===== src/rtl/assert_macros.svh =====
// Assertion helpers for the RTL that carries checks.
`ifndef ASSERT_MACROS_SVH
`define ASSERT_MACROS_SVH

// The expression must never hold outside reset.
`define ASSERT_NEVER(lbl, clk, rst, expr, msg) \
   lbl: assert property (@(posedge clk) disable iff (rst) !(expr)) else $error(msg);

// Whenever the antecedent holds, the consequent must hold in the same cycle.
`define ASSERT_IMPLY(lbl, clk, rst, ante, cons, msg) \
   lbl: assert property (@(posedge clk) disable iff (rst) (ante) |-> (cons)) else $error(msg);

`endif


===== src/rtl/c2d_pkg.sv =====
package c2d_pkg;

   // Default capacities of the stores.
   localparam int MaxWidthDef  = 64;
   localparam int MaxHeightDef = 64;
   localparam int MaxInChDef   = 8;
   localparam int MaxOutChDef  = 16;
   localparam int MaxKernelDef = 7;

   // Field widths of the request and response.
   localparam int CommandW     = 2;
   localparam int ValueW       = 16;
   localparam int WeightIndexW = 13;
   localparam int PosW         = 6;
   localparam int ChannelW     = 4;
   localparam int StatusW      = 2;

   // Configuration register widths.
   localparam int WidthRegW  = 7;
   localparam int HeightRegW = 7;
   localparam int InChRegW   = 4;
   localparam int OutChRegW  = 5;
   localparam int RadiusRegW = 2;
   localparam int CsrIndexW  = 3;
   localparam int CsrDataW   = 7;

   // Kernel side is odd and follows from the radius register.
   localparam int SideW = RadiusRegW + 1;

   // Signed coordinate width: a 6-bit position shifted by the radius, compared
   // against image sizes of up to 127.
   localparam int CoordW = 12;

   // Q4.12 values.
   localparam int FracBits = 12;

   // Flat weight offset ch * in_channels * side * side.
   localparam int WIdxW = ChannelW + InChRegW + 2 * SideW;

   // Configuration register indexes.
   localparam logic [CsrIndexW-1:0] CSR_IMAGE_WIDTH   = 3'd0;
   localparam logic [CsrIndexW-1:0] CSR_IMAGE_HEIGHT  = 3'd1;
   localparam logic [CsrIndexW-1:0] CSR_IN_CHANNELS   = 3'd2;
   localparam logic [CsrIndexW-1:0] CSR_OUT_CHANNELS  = 3'd3;
   localparam logic [CsrIndexW-1:0] CSR_KERNEL_RADIUS = 3'd4;
   localparam logic [CsrIndexW-1:0] CSR_BIAS_ENABLE   = 3'd5;

   // Register values after reset.
   localparam logic [WidthRegW-1:0]  WidthReset  = 7'd64;
   localparam logic [HeightRegW-1:0] HeightReset = 7'd64;
   localparam logic [InChRegW-1:0]   InChReset   = 4'd1;
   localparam logic [OutChRegW-1:0]  OutChReset  = 5'd1;
   localparam logic [RadiusRegW-1:0] RadiusReset = 2'd1;
   localparam logic                  BiasReset   = 1'b1;

   // Request commands.
   localparam logic [CommandW-1:0] CMD_LOAD_WEIGHT = 2'd0;
   localparam logic [CommandW-1:0] CMD_LOAD_BIAS   = 2'd1;
   localparam logic [CommandW-1:0] CMD_LOAD_PIXEL  = 2'd2;
   localparam logic [CommandW-1:0] CMD_COMPUTE     = 2'd3;

   // Response status codes.
   localparam logic [StatusW-1:0] STATUS_OK        = 2'd0;
   localparam logic [StatusW-1:0] STATUS_SATURATED = 2'd1;
   localparam logic [StatusW-1:0] STATUS_RANGE     = 2'd2;

   typedef struct packed {
      logic [CommandW-1:0]        command;
      logic signed [ValueW-1:0]   value;
      logic [WeightIndexW-1:0]    weight_index;
      logic [PosW-1:0]            pos_x;
      logic [PosW-1:0]            pos_y;
      logic [ChannelW-1:0]        channel;
   } req_type;

   typedef struct packed {
      logic signed [ValueW-1:0] out_value;
      logic [StatusW-1:0]       status;
   } rsp_type;

   typedef enum logic [2:0] {
      ST_IDLE,
      ST_SETUP_A,
      ST_SETUP_B,
      ST_RUN,
      ST_DRAIN,
      ST_SUM,
      ST_RESP
   } state_type;

   // Commands from the controller to the datapath.
   typedef struct packed {
      logic load;
      logic capture;
      logic setup_a;
      logic setup_b;
      logic issue;
      logic sum;
      logic load_rsp;
   } ctrl_cmd_type;

   // Status from the datapath to the controller.
   typedef struct packed {
      logic range_bad;
      logic last_tap;
      logic busy;
   } dp_status_type;

endpackage


===== src/rtl/c2d_control.sv =====
`include "assert_macros.svh"

module c2d_control (
   input  logic                            clock,
   input  logic                            reset,
   input  logic                            req_valid,
   output logic                            req_ready,
   input  logic [c2d_pkg::CommandW-1:0]    req_command,
   output logic                            rsp_valid,
   input  logic                            rsp_ready,
   output c2d_pkg::ctrl_cmd_type           cmd,
   input  c2d_pkg::dp_status_type          dp_status
);
   import c2d_pkg::*;

   state_type state_ff;
   state_type state_in;
   logic      rsp_valid_ff;
   logic      rsp_valid_in;

   // State and response valid registers.
   always_ff @(posedge clock) begin
      if (reset) begin
         state_ff     <= ST_IDLE;
         rsp_valid_ff <= 1'b0;
      end else begin
         state_ff     <= state_in;
         rsp_valid_ff <= rsp_valid_in;
      end
   end

   // Next state and datapath commands.
   always_comb begin
      state_in  = state_ff;
      req_ready = 1'b0;
      cmd       = '0;
      case (state_ff)
         ST_IDLE: begin
            req_ready = 1'b1;
            if (req_valid) begin
               if (req_command == CMD_COMPUTE) begin
                  cmd.capture = 1'b1;
                  state_in    = ST_SETUP_A;
               end else begin
                  cmd.load = 1'b1;
               end
            end
         end
         ST_SETUP_A: begin
            cmd.setup_a = 1'b1;
            if (dp_status.range_bad) state_in = ST_RESP;
            else state_in = ST_SETUP_B;
         end
         ST_SETUP_B: begin
            cmd.setup_b = 1'b1;
            state_in    = ST_RUN;
         end
         ST_RUN: begin
            cmd.issue = 1'b1;
            if (dp_status.last_tap) state_in = ST_DRAIN;
         end
         ST_DRAIN: begin
            if (!dp_status.busy) state_in = ST_SUM;
         end
         ST_SUM: begin
            cmd.sum  = 1'b1;
            state_in = ST_RESP;
         end
         ST_RESP: begin
            if (!rsp_valid_ff || rsp_ready) begin
               cmd.load_rsp = 1'b1;
               state_in     = ST_IDLE;
            end
         end
         default: begin
            state_in = ST_IDLE;
         end
      endcase
   end

   // The response register holds its result until the consumer takes it.
   assign rsp_valid_in = cmd.load_rsp | (rsp_valid_ff & ~rsp_ready);
   assign rsp_valid    = rsp_valid_ff;

   `ASSERT_NEVER(a_no_overwrite, clock, reset, cmd.load_rsp && rsp_valid_ff && !rsp_ready, "pending response overwritten")
   `ASSERT_IMPLY(a_issue_in_range, clock, reset, cmd.issue, !dp_status.range_bad, "taps issued for a rejected position")
   `ASSERT_IMPLY(a_sum_after_drain, clock, reset, state_ff == ST_SUM, !dp_status.busy, "sum taken before the pipeline drained")
   `ASSERT_IMPLY(a_rsp_from_resp, clock, reset, $rose(rsp_valid_ff), $past(state_ff == ST_RESP), "response raised outside the response state")

endmodule


===== config.mk =====
export PLATFORM = sky130hd
export DESIGN_NAME = c2d_control
export DESIGN_NICKNAME = d
export VERILOG_FILES = /design/src/rtl/c2d_pkg.sv /design/src/rtl/c2d_control.sv
export VERILOG_INCLUDE_DIRS = /design/src /design/src/rtl
export SDC_FILE = /design/constraint.sdc
export NUM_CORES = 1
export LEC_CHECK = 0
export BUFFER_PORTS_ARGS = -buffer_cell sky130_fd_sc_hd__buf_2
export CAP_MARGIN = 20
export CORE_AREA = 4 4 41 43
export CTS_CLUSTER_DIAMETER = 50
export DETAILED_ROUTE_END_ITERATION = 12
export DIE_AREA = 0 0 45 47
export HOLD_SLACK_MARGIN = 0.08
export PLACE_DENSITY = 0.49
export RECOVER_POWER = 25
export SLEW_MARGIN = 5
export SYNTH_ARGS = -nofsm -noshare
export SYNTH_HDL_FRONTEND = slang
export SYNTH_SLANG_ARGS = --single-unit

===== constraint.sdc =====
create_clock -name clock -period 1.4 [get_ports clock]
set_input_delay 0.14 -clock clock [delete_from_list [all_inputs] [get_ports clock]]
set_output_delay 0.14 -clock clock [all_outputs]
set_load 0.02 [all_outputs]

### Word-level counts from Yosys, hierarchy flattened

Index checks and enable logic that the tools add are counted.
Widths: inputs -> output; s select.

| word-level totals | value |
|---|---|
| flip-flop bits (word level) | 4 |
| output and inout port bits | 9 |

| cells by class | value |
|---|---|
| eq/ne operators | 12 |
| multiplexer cells | 18 |
| bitwise gates (word level) | 3 |
| reductions and logical operators | 4 |

Operators by type and width:

| operator | count |
|---|---|
| $pmux 3 s7 | 1 |
| $mux 3 | 6 |
| $ne 2x2->1 const B | 5 |
| $eq 3x3->1 const B | 3 |
| $mux 1 | 9 |
| $eq 3x2->1 const B | 2 |
| $reduce_and 5->1 | 1 |
| $mux 2 | 2 |
| $eq 3x1->1 const B | 1 |
| $logic_not 3->1 | 1 |
| $eq 2x2->1 const B | 1 |
| $and 1x1->1 | 1 |
| $logic_not 1->1 | 1 |
| $logic_or 1x1->1 | 1 |
| $not 1->1 | 1 |
| $or 1x1->1 | 1 |

### Longest topological paths before layout

| logic depth | value |
|---|---|
| word-level depth | 5 |
| depth in mapped cells | 4 |

### Worst setup path after synthesis

Ideal clock, no wire load.

| path | value |
|---|---|
| path kind | register -> output |
| from | register state_ff[2] |
| to | output port cmd[6] (netlist bit) |
| data arrival time | 1.316 ns |
| required time | 1.260 ns |
| setup slack | -0.056 ns |
| cell stages (with the launch flop) | 5 |
| buffers on the path | 1 |
| path through | dfxtp_1 -> buf_4 -> nor3_2 -> nand2_1 -> a21oi_1 |

RTL lines:

| element | line | source |
|---|---|---|
| start, declared | c2d_control.sv:16 | `state_type state_ff;` |
| start signal, assigned | c2d_control.sv:27 | `state_ff <= state_in;` |
| end, declared | c2d_control.sv:11 | `output c2d_pkg::ctrl_cmd_type cmd,` |

==> results.sh <==
export IMPL_dr_wl_met3_um=58
export IMPL_hpwl_um=565
export IMPL_cellLeakagePower_uw=0.000190
export IMPL_wire_per_inst_um=11.0
export IMPL_finalWeightedCongestion=0.761
export IMPL_post_synth_top_count_cell="nor2_1"
export IMPL_setup_viol=0
export IMPL_areaGrowthSynthToFinish_pct=37.8
export IMPL_setup_tns_ns=0
export IMPL_overflow=0
export IMPL_grt_pass1_vias=306
export IMPL_wl_met2_um=369
export IMPL_cts_repair_resized=1
export IMPL_path_class="flop to primary output"
export IMPL_drtPass1Iterations=2
export IMPL_path_clk_slew_ns=0.04
export IMPL_nets=64
export IMPL_rsz0062_at_grt="no"
export IMPL_setup_ws_ns=0.0940
export IMPL_postSynth_asyncResetShare_pct=0
export IMPL_grt_pass1_wl_mm=1.15
export IMPL_report_final_slew_viol_count=0
export IMPL_synth_edf_count=0
export IMPL_yosysTopAreaCellShare_pct=26.6
export IMPL_clock_skew_ns=0.00202
export IMPL_coreArea_um2=1300
export IMPL_yosys_top_cells_area="dfxtp_1 27%, buf_6 7.5%, nor2_1 7.5%, and3b_1 5.8%, a21oi_1 5.0%"
export IMPL_rows=13
export IMPL_ys_types=19
export IMPL_synth_compound_area_share_pct=21.2
export IMPL_holdWs_ns=0.147
export IMPL_ys_flop_type="dfxtp_1"
export IMPL_start_kind="flop"
export IMPL_diodes=0
export IMPL_hold_violations=0
export IMPL_syn_avg_cell_area_um2=8.38
export IMPL_ant_nets=0
export IMPL_synth_xor_xnor_area_share_pct=0
export IMPL_totalWireLength_um=751
export IMPL_dr_total_vias=314
export IMPL_syn_area_um2=302
export IMPL_vias_per_cell=4.62
export IMPL_synth_top_family_by_area="simple AND/OR/NAND/NOR gates"
export IMPL_grt_max_degree=13
export IMPL_pwr_density_cell_nw_per_um2=1010
export IMPL_clock_sinks=4
export IMPL_ys_seq_elements=4
export IMPL_synth_adder_area_share_pct=0
export IMPL_fin_crit_ns=1.31
export IMPL_route_detailed_drc=0
export IMPL_worstPathArrival_ns=1.17
export IMPL_yosysTopAreaCell="dfxtp_1"
export IMPL_antenna_found_initial=0
export IMPL_maxSlewHeadroom_pct=82.4
export IMPL_synth_common_cells="6 x nor2_1, 4 x dfxtp_1, 3 x a21oi_1, 3 x nand2_1, 3 x nor3_1"
export IMPL_wl_met1_um=324
export IMPL_cp_required_ns=1.26
export IMPL_dieArea_um2=2120
export IMPL_drt_iter0_drc=3
export IMPL_h_tree_depth=1
export IMPL_synth_warnings=0
export IMPL_synthMuxAreaShare_pct=3.73
export IMPL_cts_buffers=3
export IMPL_ir_drop_mv=0.376
export IMPL_max_freq_ghz=0.766
export IMPL_cts_buffer_depth=2
export IMPL_synthSimpleGateAreaFrac_pct=38.6
export IMPL_die_h_um=47
export IMPL_design_area_um2=415
export IMPL_cts_setup_buffers=0
export IMPL_syn_inst=36
export IMPL_cp_max_fo=12
export IMPL_hold_buffers=0
export IMPL_initial_core_util_pct=23.2
export IMPL_worst_slew_pin_slew_ns=0.264
export IMPL_yosysSeqAreaShare_pct=26.6
export IMPL_max_cap_violations=0
export IMPL_pre_cts_slack_ns=0.189
export IMPL_cts_tree="yes"
export IMPL_grtUsageTotal_pct=8.28
export IMPL_cts_root_buf="clkbuf_4"
export IMPL_io_pin_count=18
export IMPL_io_buffers=17
export IMPL_dpl_instance_area_um2=379
export IMPL_period_share_pct=93.3
export IMPL_die_w_um=45
export IMPL_status="completed"
export IMPL_layout_drive_gt1_share_pct=52.8
export IMPL_final_util_pct=31.9
export IMPL_hp_class="primary input to flop"
export IMPL_endpoint_kind="primary output"
export IMPL_insertion_delay_ns=0.23
export IMPL_highest_layer="met3"
export IMPL_synth_fp_nets=45
-- final cells by class --
| type | instances | area (um^2) |
|---|---|---|
| timing repair buffer | 17 | 86.3 |
| clock buffer | 3 | 22.5 |
| fill | 156 | 886 |
| sequential | 4 | 86.3 |
| tap | 15 | 18.8 |
| multi-input combinational | 29 | 201 |
-- where the power goes --
| part | leakage [uW] | internal (uW) | total, uW | switching (uW) |
|---|---|---|---|---|
| Clock | 0.0000138 | 95.8 | 142 | 45.9 |
| Sequential | 0.0000341 | 125 | 155 | 30.1 |
| Combinational | 0.000142 | 58.5 | 123 | 64.9 |
| Total | 0.000190 | 279 | 420 | 141 |
-- through the flow --
| stage | total power, uW | std cells |
|---|---|---|
| detailed placement | 270 | 65 |
| global placement | 270 | 65 |
| CTS | 419 | 68 |
| global route | 453 | 68 |
| floorplan | 241 | 36 |
| finish | 420 | 68 |
-- worst max-delay path, cell delays in order (launching register included) --
cell and delay (ns):
dfxtp_4 0.38, nor3_4 0.19, nand2_1 0.10, nor2_1 0.09, buf_2 0.16
-- flip-flops by register name, indices dropped and copies added, names as in the netlist --
signal / flops
rsp_valid: 1
state_ff: 3
-- metal layers --
metal	up-vias	global-route usage, %
met4	0	7.02
met2	10	12.1
met5	-	0
li1	165	-
met3	0	4.98
met1	139	8.37
-- layout by cell type (no fill, tap or decap), types with 2 or more instances in the layout --
cell,n
a21oi_1,2
and3b_1,2
buf_2,15
clkbuf_4,3
dfxtp_2,2
nand2_1,3
nor2_1,6
nor3_1,3
nor3b_1,2
-- path summary, 6_finish.rpt --
path,from,end,slack [ns],depth (start not counted)
hold reg to reg,state_ff[2]$_SDFFE_PP0P_,state_ff[2]$_SDFFE_PP0P_,0.60,2
hold / removal,reset,rsp_valid$_SDFF_PP0_,0.15,2
setup / recovery,state_ff[2]$_SDFFE_PP0P_,cmd[5],0.09,4
setup reg to reg,state_ff[1]$_SDFFE_PP0P_,state_ff[2]$_SDFFE_PP0P_,0.28,3
-- kinds of logic (layout without fill, tap and decap cells) --
group	count (synthesis)	after routing
mux	1	1
compound gates	8	8
simple gates	20	20
flops	4	4
buf+inv	3	20
(Power assumes the default switching activity.)
